**config.mk**
```make
export PLATFORM = sky130hd
export DESIGN_NAME = flood_relay_decision_unit
export DESIGN_NICKNAME = d
export VERILOG_FILES = /design/src/hw/rtl/frd_pkg.sv /design/src/hw/rtl/flood_relay_decision_unit.sv /design/src/hw/rtl/frd_ram.sv /design/src/hw/rtl/frd_front.sv /design/src/hw/rtl/frd_queue.sv /design/src/hw/rtl/frd_back.sv
export SDC_FILE = /design/constraint.sdc
export NUM_CORES = 2
export LEC_CHECK = 0
export BUFFER_PORTS_ARGS = -buffer_cell sky130_fd_sc_hd__buf_2
export CORE_UTILIZATION = 59
export CTS_BUF_LIST = sky130_fd_sc_hd__clkbuf_8
export CTS_CLUSTER_DIAMETER = 200
export DETAILED_ROUTE_END_ITERATION = 8
export PLACE_DENSITY = 0.78
export SLEW_MARGIN = 10
export SYNTH_ARGS = -nofsm -noshare
export SYNTH_HDL_FRONTEND = slang
export SYNTH_SLANG_ARGS = --single-unit
export TNS_END_PERCENT = 10
```
**constraint.sdc**
```tcl
create_clock -name i_clk -period 6 [get_ports i_clk]
set_input_delay 1.8 -clock i_clk [delete_from_list [all_inputs] [get_ports i_clk]]
set_output_delay 1.8 -clock i_clk [all_outputs]
set_load 0.05 [all_outputs]
```
**src/hw/rtl/frd_pkg.sv**
```systemverilog
// shared types and constants of the flood relay decision unit
`timescale 1ns / 1ps

package frd_pkg;

    // history depth default and request queue depth
    localparam int HISTORY_DEPTH_DEF = 40;
    localparam int QUEUE_DEPTH       = 2;

    // configuration port
    localparam int CFG_DATA_W = 16;
    localparam int CFG_IDX_W  = 1;
    localparam logic [CFG_IDX_W-1:0] CFG_OWN_NODE  = 1'b0;
    localparam logic [CFG_IDX_W-1:0] CFG_SLOT_TIME = 1'b1;
    localparam logic [7:0]  OWN_NODE_RST  = 8'd0;
    localparam logic [15:0] SLOT_TIME_RST = 16'd28;

    // admission limits
    localparam logic [7:0] MIN_LENGTH = 8'd16;

    // snr steps where the contention window doubles (window 2^3 below the first)
    localparam logic signed [12:0] SNR_STEP_CW4 = -13'sd1400;
    localparam logic signed [12:0] SNR_STEP_CW5 = -13'sd800;
    localparam logic signed [12:0] SNR_STEP_CW6 = -13'sd200;
    localparam logic signed [12:0] SNR_STEP_CW7 = 13'sd400;
    localparam logic signed [12:0] SNR_STEP_CW8 = 13'sd1000;

    typedef enum logic [2:0] {
        V_FORWARD    = 3'd0,
        V_BAD_LENGTH = 3'd1,
        V_RX_ERROR   = 3'd2,
        V_HOP_ZERO   = 3'd3,
        V_DUPLICATE  = 3'd4
    } t_verdict;

    typedef enum logic [1:0] {
        BK_IDLE,
        BK_SCAN,
        BK_DECIDE,
        BK_EMIT
    } t_back_state;

    // classified request travelling from front to back
    typedef struct packed {
        logic [31:0] source_node;
        logic [31:0] packet_id;
        logic [7:0]  new_flags;
        logic [7:0]  slots;
        t_verdict    verdict;
    } t_frd_item;

    // queue status seen by both sides
    typedef struct packed {
        logic full;
        logic empty;
    } t_frd_qstat;

endpackage

```
**src/hw/rtl/flood_relay_decision_unit.sv**
```systemverilog
// top level of the flood relay decision unit
`timescale 1ns / 1ps

// Decides for each received packet header whether a flooding repeater
// rebroadcasts it. A request is taken when start is high and busy is low; its
// result appears for exactly one cycle with o_result_strobe and must be taken
// then, since the receiver cannot stall the block. A dropped request (short,
// receive error, hop limit zero) gives its result in the cycle right after it
// leaves the two-entry queue; a request that passes those checks is compared against
// every history entry through the history ram's single registered read port,
// and that scan sets the sustained rate. The front end keeps taking requests
// until the queue and its holding stage are full. The history starts empty
// after reset with no clearing pass; configuration is to be written while idle,
// which the block itself does not enforce.

module flood_relay_decision_unit #(
    parameter int HISTORY_DEPTH = frd_pkg::HISTORY_DEPTH_DEF
) (
    input  logic                              i_clk,
    input  logic                              i_rst_n,
    input  logic                              start,
    output logic                              busy,
    input  logic [31:0]                       i_source_node,
    input  logic [31:0]                       i_packet_id,
    input  logic [7:0]                        i_flag_byte,
    input  logic [7:0]                        i_packet_length,
    input  logic                              i_receive_ok,
    input  logic signed [12:0]                i_snr_centi_db,
    input  logic [7:0]                        i_random_draw,
    input  logic                              i_cfg_we,
    input  logic [frd_pkg::CFG_IDX_W-1:0]     i_cfg_index,
    input  logic [frd_pkg::CFG_DATA_W-1:0]    i_cfg_data,
    output logic                              o_result_strobe,
    output logic [2:0]                        o_verdict,
    output logic [7:0]                        o_new_flag_byte,
    output logic [7:0]                        o_relay_byte,
    output logic [23:0]                       o_backoff_ms
);
    import frd_pkg::*;

    logic        r_own_node_byte;
    logic [7:0]  r_own_node;
    logic [15:0] r_slot_time_ms;

    t_frd_qstat  qstat;
    t_frd_item   front_item;
    t_frd_item   queue_item;
    logic        push;
    logic        pop;

    // configuration registers
    always_ff @(posedge i_clk) begin
        if (!i_rst_n) begin
            r_own_node     <= OWN_NODE_RST;
            r_slot_time_ms <= SLOT_TIME_RST;
        end else if (i_cfg_we) begin
            case (i_cfg_index)
                CFG_OWN_NODE:  r_own_node     <= i_cfg_data[7:0];
                CFG_SLOT_TIME: r_slot_time_ms <= i_cfg_data[15:0];
                default: ;
            endcase
        end
    end

    // marks a write to the node byte register, for debug visibility only
    always_ff @(posedge i_clk) begin
        if (!i_rst_n) begin
            r_own_node_byte <= 1'b0;
        end else if (i_cfg_we && i_cfg_index == CFG_OWN_NODE) begin
            r_own_node_byte <= 1'b1;
        end
    end

    // front end
    frd_front u_front (
        .i_clk           (i_clk),
        .i_rst_n         (i_rst_n),
        .start           (start),
        .busy            (busy),
        .i_source_node   (i_source_node),
        .i_packet_id     (i_packet_id),
        .i_flag_byte     (i_flag_byte),
        .i_packet_length (i_packet_length),
        .i_receive_ok    (i_receive_ok),
        .i_snr_centi_db  (i_snr_centi_db),
        .i_random_draw   (i_random_draw),
        .i_qstat         (qstat),
        .o_push          (push),
        .o_item          (front_item)
    );

    // request queue
    frd_queue u_queue (
        .i_clk   (i_clk),
        .i_rst_n (i_rst_n),
        .i_push  (push),
        .i_item  (front_item),
        .i_pop   (pop),
        .o_item  (queue_item),
        .o_qstat (qstat)
    );

    // back end
    frd_back #(
        .HISTORY_DEPTH (HISTORY_DEPTH)
    ) u_back (
        .i_clk           (i_clk),
        .i_rst_n         (i_rst_n),
        .i_qstat         (qstat),
        .i_item          (queue_item),
        .o_pop           (pop),
        .i_own_node_byte (r_own_node),
        .i_slot_time_ms  (r_slot_time_ms),
        .o_result_strobe (o_result_strobe),
        .o_verdict       (o_verdict),
        .o_new_flag_byte (o_new_flag_byte),
        .o_relay_byte    (o_relay_byte),
        .o_backoff_ms    (o_backoff_ms)
    );

    a_write_marks: assert property (@(posedge i_clk) disable iff (!i_rst_n)
        (i_cfg_we && i_cfg_index == CFG_OWN_NODE) |=> r_own_node_byte)
        else $error("node byte write not recorded");

endmodule

```
**src/hw/rtl/frd_ram.sv**
```systemverilog
// generic single write port ram with registered read
`timescale 1ns / 1ps

module frd_ram #(
    parameter int WIDTH = 64,
    parameter int DEPTH = 40,
    localparam int AW = (DEPTH > 1) ? $clog2(DEPTH) : 1
) (
    input  logic             i_clk,
    input  logic             i_we,
    input  logic [AW-1:0]    i_waddr,
    input  logic [WIDTH-1:0] i_wdata,
    input  logic [AW-1:0]    i_raddr,
    output logic [WIDTH-1:0] o_rdata
);

    logic [WIDTH-1:0] r_mem [DEPTH];
    logic [WIDTH-1:0] r_rdata;

    // write port and registered read port
    always_ff @(posedge i_clk) begin
        if (i_we) begin
            r_mem[i_waddr] <= i_wdata;
        end
        r_rdata <= r_mem[i_raddr];
    end

    assign o_rdata = r_rdata;

endmodule

```
**src/hw/rtl/frd_front.sv**
```systemverilog
// front end: takes a request and classifies it ahead of the history check
`timescale 1ns / 1ps

module frd_front (
    input  logic                   i_clk,
    input  logic                   i_rst_n,
    input  logic                   start,
    output logic                   busy,
    input  logic [31:0]            i_source_node,
    input  logic [31:0]            i_packet_id,
    input  logic [7:0]             i_flag_byte,
    input  logic [7:0]             i_packet_length,
    input  logic                   i_receive_ok,
    input  logic signed [12:0]     i_snr_centi_db,
    input  logic [7:0]             i_random_draw,
    input  frd_pkg::t_frd_qstat    i_qstat,
    output logic                   o_push,
    output frd_pkg::t_frd_item     o_item
);
    import frd_pkg::*;

    logic      r_valid;
    t_frd_item r_item;
    t_frd_item n_item;
    logic      accept;
    logic [2:0] hops;
    logic [7:0] cw_mask;

    // hand the held request over as soon as the queue has room
    assign o_push = r_valid && !i_qstat.full;
    assign busy   = r_valid && !o_push;
    assign accept = start && !busy;
    assign o_item = r_item;

    // classification of the incoming request
    always_comb begin
        hops = i_flag_byte[2:0];
        cw_mask = {i_snr_centi_db >= SNR_STEP_CW8,
                   i_snr_centi_db >= SNR_STEP_CW7,
                   i_snr_centi_db >= SNR_STEP_CW6,
                   i_snr_centi_db >= SNR_STEP_CW5,
                   i_snr_centi_db >= SNR_STEP_CW4,
                   3'b111};
        n_item.source_node = i_source_node;
        n_item.packet_id   = i_packet_id;
        n_item.new_flags   = {i_flag_byte[7:3], hops - 3'd1};
        n_item.slots       = i_random_draw & cw_mask;
        if (i_packet_length < MIN_LENGTH) begin
            n_item.verdict = V_BAD_LENGTH;
        end else if (!i_receive_ok) begin
            n_item.verdict = V_RX_ERROR;
        end else if (hops == 3'd0) begin
            n_item.verdict = V_HOP_ZERO;
        end else begin
            n_item.verdict = V_FORWARD;
        end
    end

    // holding stage valid flag
    always_ff @(posedge i_clk) begin
        if (!i_rst_n) begin
            r_valid <= 1'b0;
        end else if (accept) begin
            r_valid <= 1'b1;
        end else if (o_push) begin
            r_valid <= 1'b0;
        end
    end

    // holding stage payload
    always_ff @(posedge i_clk) begin
        if (accept) begin
            r_item <= n_item;
        end
    end

endmodule

```
**src/hw/rtl/frd_queue.sv**
```systemverilog
// short fifo of classified requests between front and back
`timescale 1ns / 1ps

module frd_queue (
    input  logic                   i_clk,
    input  logic                   i_rst_n,
    input  logic                   i_push,
    input  frd_pkg::t_frd_item     i_item,
    input  logic                   i_pop,
    output frd_pkg::t_frd_item     o_item,
    output frd_pkg::t_frd_qstat    o_qstat
);
    import frd_pkg::*;

    localparam int PW = (QUEUE_DEPTH > 1) ? $clog2(QUEUE_DEPTH) : 1;
    localparam int CW = $clog2(QUEUE_DEPTH + 1);
    localparam logic [PW-1:0] PTR_LAST = PW'(QUEUE_DEPTH - 1);
    localparam logic [CW-1:0] CNT_FULL = CW'(QUEUE_DEPTH);

    t_frd_item      r_mem [QUEUE_DEPTH];
    logic [PW-1:0]  r_wptr;
    logic [PW-1:0]  r_rptr;
    logic [CW-1:0]  r_count;

    assign o_qstat.full  = (r_count == CNT_FULL);
    assign o_qstat.empty = (r_count == '0);
    assign o_item        = r_mem[r_rptr];

    // pointers and fill count
    always_ff @(posedge i_clk) begin
        if (!i_rst_n) begin
            r_wptr  <= '0;
            r_rptr  <= '0;
            r_count <= '0;
        end else begin
            if (i_push) begin
                r_wptr <= (r_wptr == PTR_LAST) ? '0 : r_wptr + 1'b1;
            end
            if (i_pop) begin
                r_rptr <= (r_rptr == PTR_LAST) ? '0 : r_rptr + 1'b1;
            end
            if (i_push && !i_pop) begin
                r_count <= r_count + 1'b1;
            end else if (i_pop && !i_push) begin
                r_count <= r_count - 1'b1;
            end
        end
    end

    // entry storage
    always_ff @(posedge i_clk) begin
        if (i_push) begin
            r_mem[r_wptr] <= i_item;
        end
    end

    // no overflow and no underflow
    a_no_overflow: assert property (@(posedge i_clk) disable iff (!i_rst_n)
        i_push |-> (!o_qstat.full || i_pop))
        else $error("push into full queue");

    a_no_underflow: assert property (@(posedge i_clk) disable iff (!i_rst_n)
        i_pop |-> !o_qstat.empty)
        else $error("pop from empty queue");

endmodule

```
**src/hw/rtl/frd_back.sv**
```systemverilog
// back end: duplicate scan over the history ring, history update and result
`timescale 1ns / 1ps

module frd_back #(
    parameter int HISTORY_DEPTH = frd_pkg::HISTORY_DEPTH_DEF
) (
    input  logic                   i_clk,
    input  logic                   i_rst_n,
    input  frd_pkg::t_frd_qstat    i_qstat,
    input  frd_pkg::t_frd_item     i_item,
    output logic                   o_pop,
    input  logic [7:0]             i_own_node_byte,
    input  logic [15:0]            i_slot_time_ms,
    output logic                   o_result_strobe,
    output logic [2:0]             o_verdict,
    output logic [7:0]             o_new_flag_byte,
    output logic [7:0]             o_relay_byte,
    output logic [23:0]            o_backoff_ms
);
    import frd_pkg::*;

    localparam int AW = (HISTORY_DEPTH > 1) ? $clog2(HISTORY_DEPTH) : 1;
    localparam logic [AW-1:0] LAST = AW'(HISTORY_DEPTH - 1);

    t_back_state    r_state;
    t_back_state    n_state;
    t_frd_item      r_item;
    t_verdict       r_verdict;
    logic [23:0]    r_backoff;
    logic [AW-1:0]  r_idx;
    logic           r_issue;
    logic           r_chk_valid;
    logic [AW-1:0]  r_chk_idx;
    logic           r_hit;
    logic [AW-1:0]  r_wslot;
    logic           r_valid_bits [HISTORY_DEPTH];

    logic           ram_we;
    logic [63:0]    ram_rdata;
    logic           cur_match;
    logic           scan_last;
    logic           fwd;

    // history of (source, id) pairs
    frd_ram #(
        .WIDTH (64),
        .DEPTH (HISTORY_DEPTH)
    ) u_hist (
        .i_clk   (i_clk),
        .i_we    (ram_we),
        .i_waddr (r_wslot),
        .i_wdata ({r_item.source_node, r_item.packet_id}),
        .i_raddr (r_idx),
        .o_rdata (ram_rdata)
    );

    // compare of the registered read data, at the address held in r_chk_idx
    assign cur_match = r_chk_valid && r_valid_bits[r_chk_idx] &&
                       (ram_rdata == {r_item.source_node, r_item.packet_id});
    assign scan_last = r_chk_valid && (r_chk_idx == LAST);
    assign fwd       = (r_verdict == V_FORWARD);

    // next state
    always_comb begin
        n_state = r_state;
        case (r_state)
            BK_IDLE: begin
                if (!i_qstat.empty) begin
                    n_state = (i_item.verdict == V_FORWARD) ? BK_SCAN : BK_EMIT;
                end
            end
            BK_SCAN: begin
                if (scan_last) begin
                    n_state = BK_DECIDE;
                end
            end
            BK_DECIDE: n_state = BK_EMIT;
            BK_EMIT:   n_state = BK_IDLE;
            default:   n_state = BK_IDLE;
        endcase
    end

    // outputs
    always_comb begin
        o_pop           = (r_state == BK_IDLE) && !i_qstat.empty;
        ram_we          = (r_state == BK_DECIDE) && !r_hit;
        o_result_strobe = (r_state == BK_EMIT);
        o_verdict       = r_verdict;
        o_new_flag_byte = fwd ? r_item.new_flags : 8'd0;
        o_relay_byte    = fwd ? i_own_node_byte : 8'd0;
        o_backoff_ms    = r_backoff;
    end

    // control state
    always_ff @(posedge i_clk) begin
        if (!i_rst_n) begin
            r_state     <= BK_IDLE;
            r_issue     <= 1'b0;
            r_chk_valid <= 1'b0;
            r_wslot     <= '0;
            for (int k = 0; k < HISTORY_DEPTH; k++) begin
                r_valid_bits[k] <= 1'b0;
            end
        end else begin
            r_state <= n_state;
            if (o_pop) begin
                r_issue <= (i_item.verdict == V_FORWARD);
            end else if (r_issue && (r_idx == LAST)) begin
                r_issue <= 1'b0;
            end
            r_chk_valid <= r_issue;
            if (ram_we) begin
                r_valid_bits[r_wslot] <= 1'b1;
                r_wslot <= (r_wslot == LAST) ? '0 : r_wslot + 1'b1;
            end
        end
    end

    // request payload, scan address and result fields
    always_ff @(posedge i_clk) begin
        r_chk_idx <= r_idx;
        if (o_pop) begin
            r_item    <= i_item;
            r_verdict <= i_item.verdict;
            r_backoff <= 24'd0;
            r_hit     <= 1'b0;
            r_idx     <= '0;
        end else begin
            if (r_issue && (r_idx != LAST)) begin
                r_idx <= r_idx + 1'b1;
            end
            if (cur_match) begin
                r_hit <= 1'b1;
            end
            if (r_state == BK_DECIDE) begin
                if (r_hit) begin
                    r_verdict <= V_DUPLICATE;
                end else begin
                    r_backoff <= 24'(r_item.slots) * 24'(i_slot_time_ms);
                end
            end
        end
    end

    a_single_strobe: assert property (@(posedge i_clk) disable iff (!i_rst_n)
        o_result_strobe |=> !o_result_strobe)
        else $error("result strobe longer than one cycle");

    a_pop_leads_on: assert property (@(posedge i_clk) disable iff (!i_rst_n)
        o_pop |=> (r_state == BK_SCAN || r_state == BK_EMIT))
        else $error("popped request not taken up");

    a_scan_only_fwd: assert property (@(posedge i_clk) disable iff (!i_rst_n)
        (r_state == BK_SCAN) |-> (r_item.verdict == V_FORWARD))
        else $error("history scanned for a dropped request");

    a_no_write_on_dup: assert property (@(posedge i_clk) disable iff (!i_rst_n)
        (o_result_strobe && o_verdict == V_DUPLICATE) |-> !$past(ram_we))
        else $error("duplicate written into history");

endmodule

```
Word level (Yosys, flattened, before mapping)
Memory sizes are Yosys's and may differ from the RTL's. A register that Yosys moved wholly into a read port is not among the register bits.
Cells that the tools add are included.
Storage, ports and cells
  register bits: 242
  RAM bits: 2766
  input port bits: 123
  output and inout port bits: 45
  word-level logic and storage cells: 124
  memories: 3
Cells by class
  $add $sub $neg: 7
  multipliers: 1
  order comparisons: 6
  eq/ne operators: 11
  muxes and demuxes: 32
  bitwise logic cells: 4
  reduce and logical (&&, ||, !) cells: 35
Memory list
  u_back.u_hist.r_mem: words 40, bits a word 64, rd ports 1, clocked after memory_dff 1, wr ports 1, RTL line frd_ram.sv:17  | logic [WIDTH-1:0] r_mem [DEPTH];
  u_queue.r_mem: words 2, bits a word 83, rd ports 1, clocked after memory_dff 1, wr ports 1, RTL line frd_queue.sv:20  | t_frd_item r_mem [QUEUE_DEPTH];
  u_back.r_valid_bits: words 40, bits a word 1, rd ports 1, clocked after memory_dff 1, wr ports 40, RTL line frd_back.sv:36  | logic r_valid_bits [HISTORY_DEPTH];
Operators with widths (number)
  $eq 64x64->1: 1
  $ge 13x11->1 const B: 2
  $mul 8x16->24: 1
  $eq 6x6->1 const B: 3
  $mux 1: 17
  $mux 8: 2
  $mux 2: 7
  $ge 13x10->1 const B: 1
  $ge 13x12->1 const B: 1
  $ge 13x9->1 const B: 1
  $add 6x1->6 const B: 2
  $logic_and 1x1->1: 12
  $mux 6: 2
  $reduce_and 2->1: 5
  $reduce_bool 2->1: 5
  $logic_not 3->1: 3
  $mux 3: 3
  $and 8x8->8: 1
  $lt 8x5->1 const B: 1
  $pmux 2 s4: 1
  $eq 2x2->1 const B: 3
  $logic_not 1->1: 6
  $ne 6x6->1 const B: 1
  $logic_not 2->1: 2
  10 further kinds: 13

Depth between registers and ports, before layout
  word-level depth: 8
  gate-level depth with buffers: 18
  gate-level depth less buffers: 17

By module
A second synthesis with hierarchy kept.
Second synthesis, totals
  cell total of the unflattened synthesis: 5730
  area total of the unflattened synthesis: 120538.1 um^2
By module, submodules not included
  frd_ram: times used 1, cells each 4089, area each 98608.3 um^2, sequential area each 78155.0 um^2
  frd_back: times used 1, cells each 1140, area each 11997.8 um^2, sequential area each 4714.5 um^2
  frd_queue: times used 1, cells each 280, area each 6229.7 um^2, sequential area each 5084.9 um^2
  frd_front: times used 1, cells each 119, area each 2730.1 um^2, sequential area each 2482.4 um^2
  flood_relay_decision_unit: times used 1, cells each 102, area each 972.2 um^2, sequential area each 480.5 um^2

Least setup slack after synthesis
Ideal clock, no wire load.
  path kind: input to register
  start: input port start
  end: register u_front.r_item, in the netlist u_front.o_item[0] (enable)
  setup time: 531 ps
  data arrival time: 5383 ps
  data required time: 5469 ps
  path slack: 86 ps
  stages: 1
  path buffers: 0
  cells stage by stage: nor2b_1
On the way
  word-level cells in the longest chain between the ends: 1
RTL lines
  from (decl): RTL line flood_relay_decision_unit.sv:21  | input logic start,
  $logic_and 1x1->1: RTL line frd_front.sv:32  | assign accept = start && !busy;
  to (signal assigned): RTL line frd_front.sv:73  | r_item <= n_item;
  to (decl): RTL line frd_front.sv:23  | t_frd_item r_item;
Every way passes these cells.
A chain may end at the register's enable or synchronous reset.

Final worst setup path
  start: register u_back.r_item[8] in the netlist's numbering
  end: register u_back.r_backoff[23], in the netlist u_back.o_backoff_ms[23]
On the way
  word-level cells in the longest chain between the ends: 1
RTL lines
  from (decl): RTL line frd_back.sv:27  | t_frd_item r_item;
  from (signal assigned): RTL line frd_back.sv:123  | r_item <= i_item;
  $mul 8x16->24: RTL line frd_back.sv:139  | r_backoff <= 24'(r_item.slots) * 24'(i_slot_time_ms);
  to (signal assigned): RTL line frd_back.sv:139
  to (decl): RTL line frd_back.sv:29  | logic [23:0] r_backoff;
Every way passes these cells.

==> impl_metrics.env <==
export IMPL_yosys_warnings=0
export IMPL_power_leakage_nw=43.35
export IMPL_place_hpwl_mm=147.4
export IMPL_cts_tree="built"
export IMPL_muxShareOfSynthArea_pct=15.60
export IMPL_max_stage_delay_ps=790
export IMPL_clock_skew_ps=112.3
export IMPL_nFillCells=12069
export IMPL_synth_cells=5551
export IMPL_hold_viol=0
export IMPL_syn_nets=5811
export IMPL_powerDensity_mw_per_mm2=421.3
export IMPL_clkLatencyLatePin_ps=1160
export IMPL_synth_simple_area_share_pct=2.704
export IMPL_rsz0062_at_grt="no"
export IMPL_cts_repair_resized=0
export IMPL_cp_cell_sequence="nand2_1 -> fa_1 -> fa_1 -> inv_1 -> fa_1 -> inv_1 -> fa_1 -> inv_1 -> ha_1 -> o21ai_0 -> a21oi_1 -> o2111ai_1 -> a311oi_1 -> a2bb2oi_1 -> a21oi_1"
export IMPL_antenna_found_initial=8
export IMPL_io_pins=168
export IMPL_grt_overflow=0
export IMPL_crit_slowest_cell="edfxtp_1"
export IMPL_min_path_type="register to register"
export IMPL_synth_ff_type="edfxtp_1"
export IMPL_synth_seq_cells=3094
export IMPL_endpoint_kind="register"
export IMPL_routed_via_density=6.489
export IMPL_fmax_mhz=195.6
export IMPL_initial_core_util_pct=59.59
export IMPL_drv_cap=0
export IMPL_ctsHoldBuffers=0
export IMPL_syn_cell_area_mm2=0.1195
export IMPL_port_buffers=160
export IMPL_drive_above_1_share_pct=28.58
export IMPL_path_clk_slew_ps=70
export IMPL_clockBufferDepth=4
export IMPL_cp_required_ps=6990
export IMPL_cts_setup_buffers=0
export IMPL_gp_congestion=0.8220
export IMPL_cts_made_buffers=471
export IMPL_rows=164
export IMPL_cts_max_level=5
export IMPL_core_area_mm2=0.2005
export IMPL_area_growth_pct=11.82
export IMPL_track_usage_pct=27.70
export IMPL_period_needed_ps=5112
export IMPL_drtIter0Drc=8195
export IMPL_crit_buf_inv=3
export IMPL_syn_avg_cell_area_um2=21.52
export IMPL_vdd_drop_max_mv=0.3316
export IMPL_grt_pass1_wl_mm=404.8
export IMPL_cpMostUsedCell="fa_1"
export IMPL_startpoint_type="register"
export IMPL_nets=6370
export IMPL_dieArea_mm2=0.2043
export IMPL_synthArstFlopShare_pct=0
export IMPL_die_h_um=452.0
export IMPL_fin_util_pct=66.63
export IMPL_setup_viol=0
export IMPL_crit_type="register to register"
export IMPL_arrival_ps=6100
export IMPL_tightest_slew_ps=1359
export IMPL_detail_route_first_pass_iterations=6
export IMPL_cp_top_family="adder cells"
export IMPL_slew_violations=0
export IMPL_synth_cell_types=63
export IMPL_slew_headroom_pct=9.202
export IMPL_vias=59332
export IMPL_grt_max_degree=106
export IMPL_avgRoutedWirePerCell_um=30.79
export IMPL_die_w_um=452.0
export IMPL_finalSetupTns_ps=0
export IMPL_root_buffer="clkbuf_8"
export IMPL_status="finished, final reports clean"
export IMPL_grt_pass1_vias=60417
export IMPL_cts_sinks=3094
export IMPL_multi_input_area_mm2=0.02730
export IMPL_synth_edf_count=2889
export IMPL_synth_compound_area_share_pct=1.761
export IMPL_regArea_mm2=0.09088
export IMPL_fin_crit_sh_pct=85.20
export IMPL_ys_seq_area_share_pct=76.05
export IMPL_synth_fa_ha_area_share_pct=1.963
export IMPL_cp_max_fo=16
export IMPL_wl_mm=281.5
export IMPL_drc_errors=0
export IMPL_ant_nets=0
export IMPL_synth_top_family_by_area="multiplexers"
export IMPL_synthXorXnorAreaFrac_pct=0.5352
-- logic make-up after synthesis --
family,count (synthesis)
compound gates,303
xor+xnor,73
fa+ha+maj,137
buf+inv,399
flops,3094
mux,882
simple gates,663
-- placed cells by master (no fill, tap or decap), types with 53 or more instances in the layout --
cell / n
mux2_2: 81
ha_1: 53
clkinv_1: 73
buf_4: 148
clkbuf_8: 513
fa_1: 84
inv_1: 314
a22oi_1: 68
a21oi_1: 53
nand2_1: 183
buf_2: 160
mux4_2: 776
nand2b_1: 80
o211ai_1: 67
nor2_1: 141
and2_1: 121
edfxtp_1: 2889
dfxtp_1: 199
-- where the power goes --
group          switching (mW)  total [mW]  internal (mW)  leakage (nW)
clock                    7.78        16.1           8.32          5.16
combinational            7.39        12.9           5.51          10.4
sequential              0.851        27.3           26.4          27.8
-- cells in the mapped netlist, types with 68 or more instances --
| master | count | area (µm²) |
|---|---|---|
| a22oi_1 | 68 | 510.5 |
| and2_1 | 121 | 757.0 |
| clkbuf_1 | 166 | 623.1 |
| dfxtp_1 | 205 | 4104 |
| edfxtp_1 | 2889 | 86750 |
| fa_1 | 84 | 1682 |
| inv_1 | 130 | 488.0 |
| mux2_2 | 81 | 912.1 |
| mux4_2 | 776 | 17480 |
| nand2_1 | 183 | 686.9 |
| nand2b_1 | 80 | 500.5 |
| nor2_1 | 183 | 686.9 |
-- layout make-up --
type                       count  area share (%)
tap                         2656           2.488
sequential                  3094           68.03
clock inverter               323           1.236
multi-input combinational   2058           20.44
timing repair buffer         354           2.122
antenna                       14         0.02623
clock buffer                 513           5.285
inverter                     131          0.3718
-- state kept, by name (all words and copies together) (netlist names), 2 cells and up, named ones only --
register,cells
u_back.o_backoff_ms,24
u_back.r_chk_idx,6
u_queue.r_count,2
u_back.r_wslot,6
u_front.o_item,82
u_back.u_hist.o_rdata,64
r_slot_time_ms,16
u_back.r_state,2
u_queue.r_mem,164
u_back.u_hist.r_mem,2560
u_back.r_valid_bits,64
u_back.r_idx,6
u_back.o_verdict,3
u_back.r_item,80
r_own_node,8
-- per-layer routing --
| layer | GRT usage (%) | vias to the layer above | share of wire, % | routed length, µm |
|---|---|---|---|---|
| li1 | - | 23894 | - | - |
| met1 | 38.32 | 30883 | 37 | 103800 |
| met2 | 44.73 | 3899 | 49 | 138600 |
| met3 | 5.270 | 652 | 11 | 29560 |
| met4 | 9.936 | 4 | 3.4 | 9525 |
| met5 | 0 | - | 0.013 | 38 |
-- stage by stage --
stage               setup WS, ps  cell area (µm²)  power [mW]  std cells  hold slack [ps]
floorplan                  85.78           119500       36.63       5551            325.8
finish                     888.0           133600       56.28       9143            400.2
global placement           949.2           124800       40.21       8291            409.8
detailed placement         914.3           124800       40.58       8291            419.7
global route               675.4           133600       58.29       9140            424.6
CTS                        945.1           133500       56.45       9127            425.6
-- worst paths after layout --
kind / depth (start not counted) / slack [ps] / endpoint / from
max: 15 / 890 / u_back.o_backoff_ms[23]$_SDFFE_PP0P_ / u_back.r_item[8]$_DFFE_PP_
min: 0 / 400 / u_queue.r_mem[1][37]$_DFFE_PP_ / u_front.o_item[38]$_DFFE_PP_
max reg2reg: 15 / 890 / u_back.o_backoff_ms[23]$_SDFFE_PP0P_ / u_back.r_item[8]$_DFFE_PP_
min reg2reg: 0 / 400 / u_queue.r_mem[1][37]$_DFFE_PP_ / u_front.o_item[38]$_DFFE_PP_
-- worst reg2reg max path, cell delays in order, from the launching register on --
cell and delay [ps]:
edfxtp_1 790, nand2_1 180, fa_1 510, fa_1 490
inv_1 50, fa_1 470, inv_1 50, fa_1 470
inv_1 40, ha_1 320, o21ai_0 100, a21oi_1 270
o2111ai_1 260, a311oi_1 680, a2bb2oi_1 250, a21oi_1 100
Note: power is estimated with default switching activity, not from simulation.
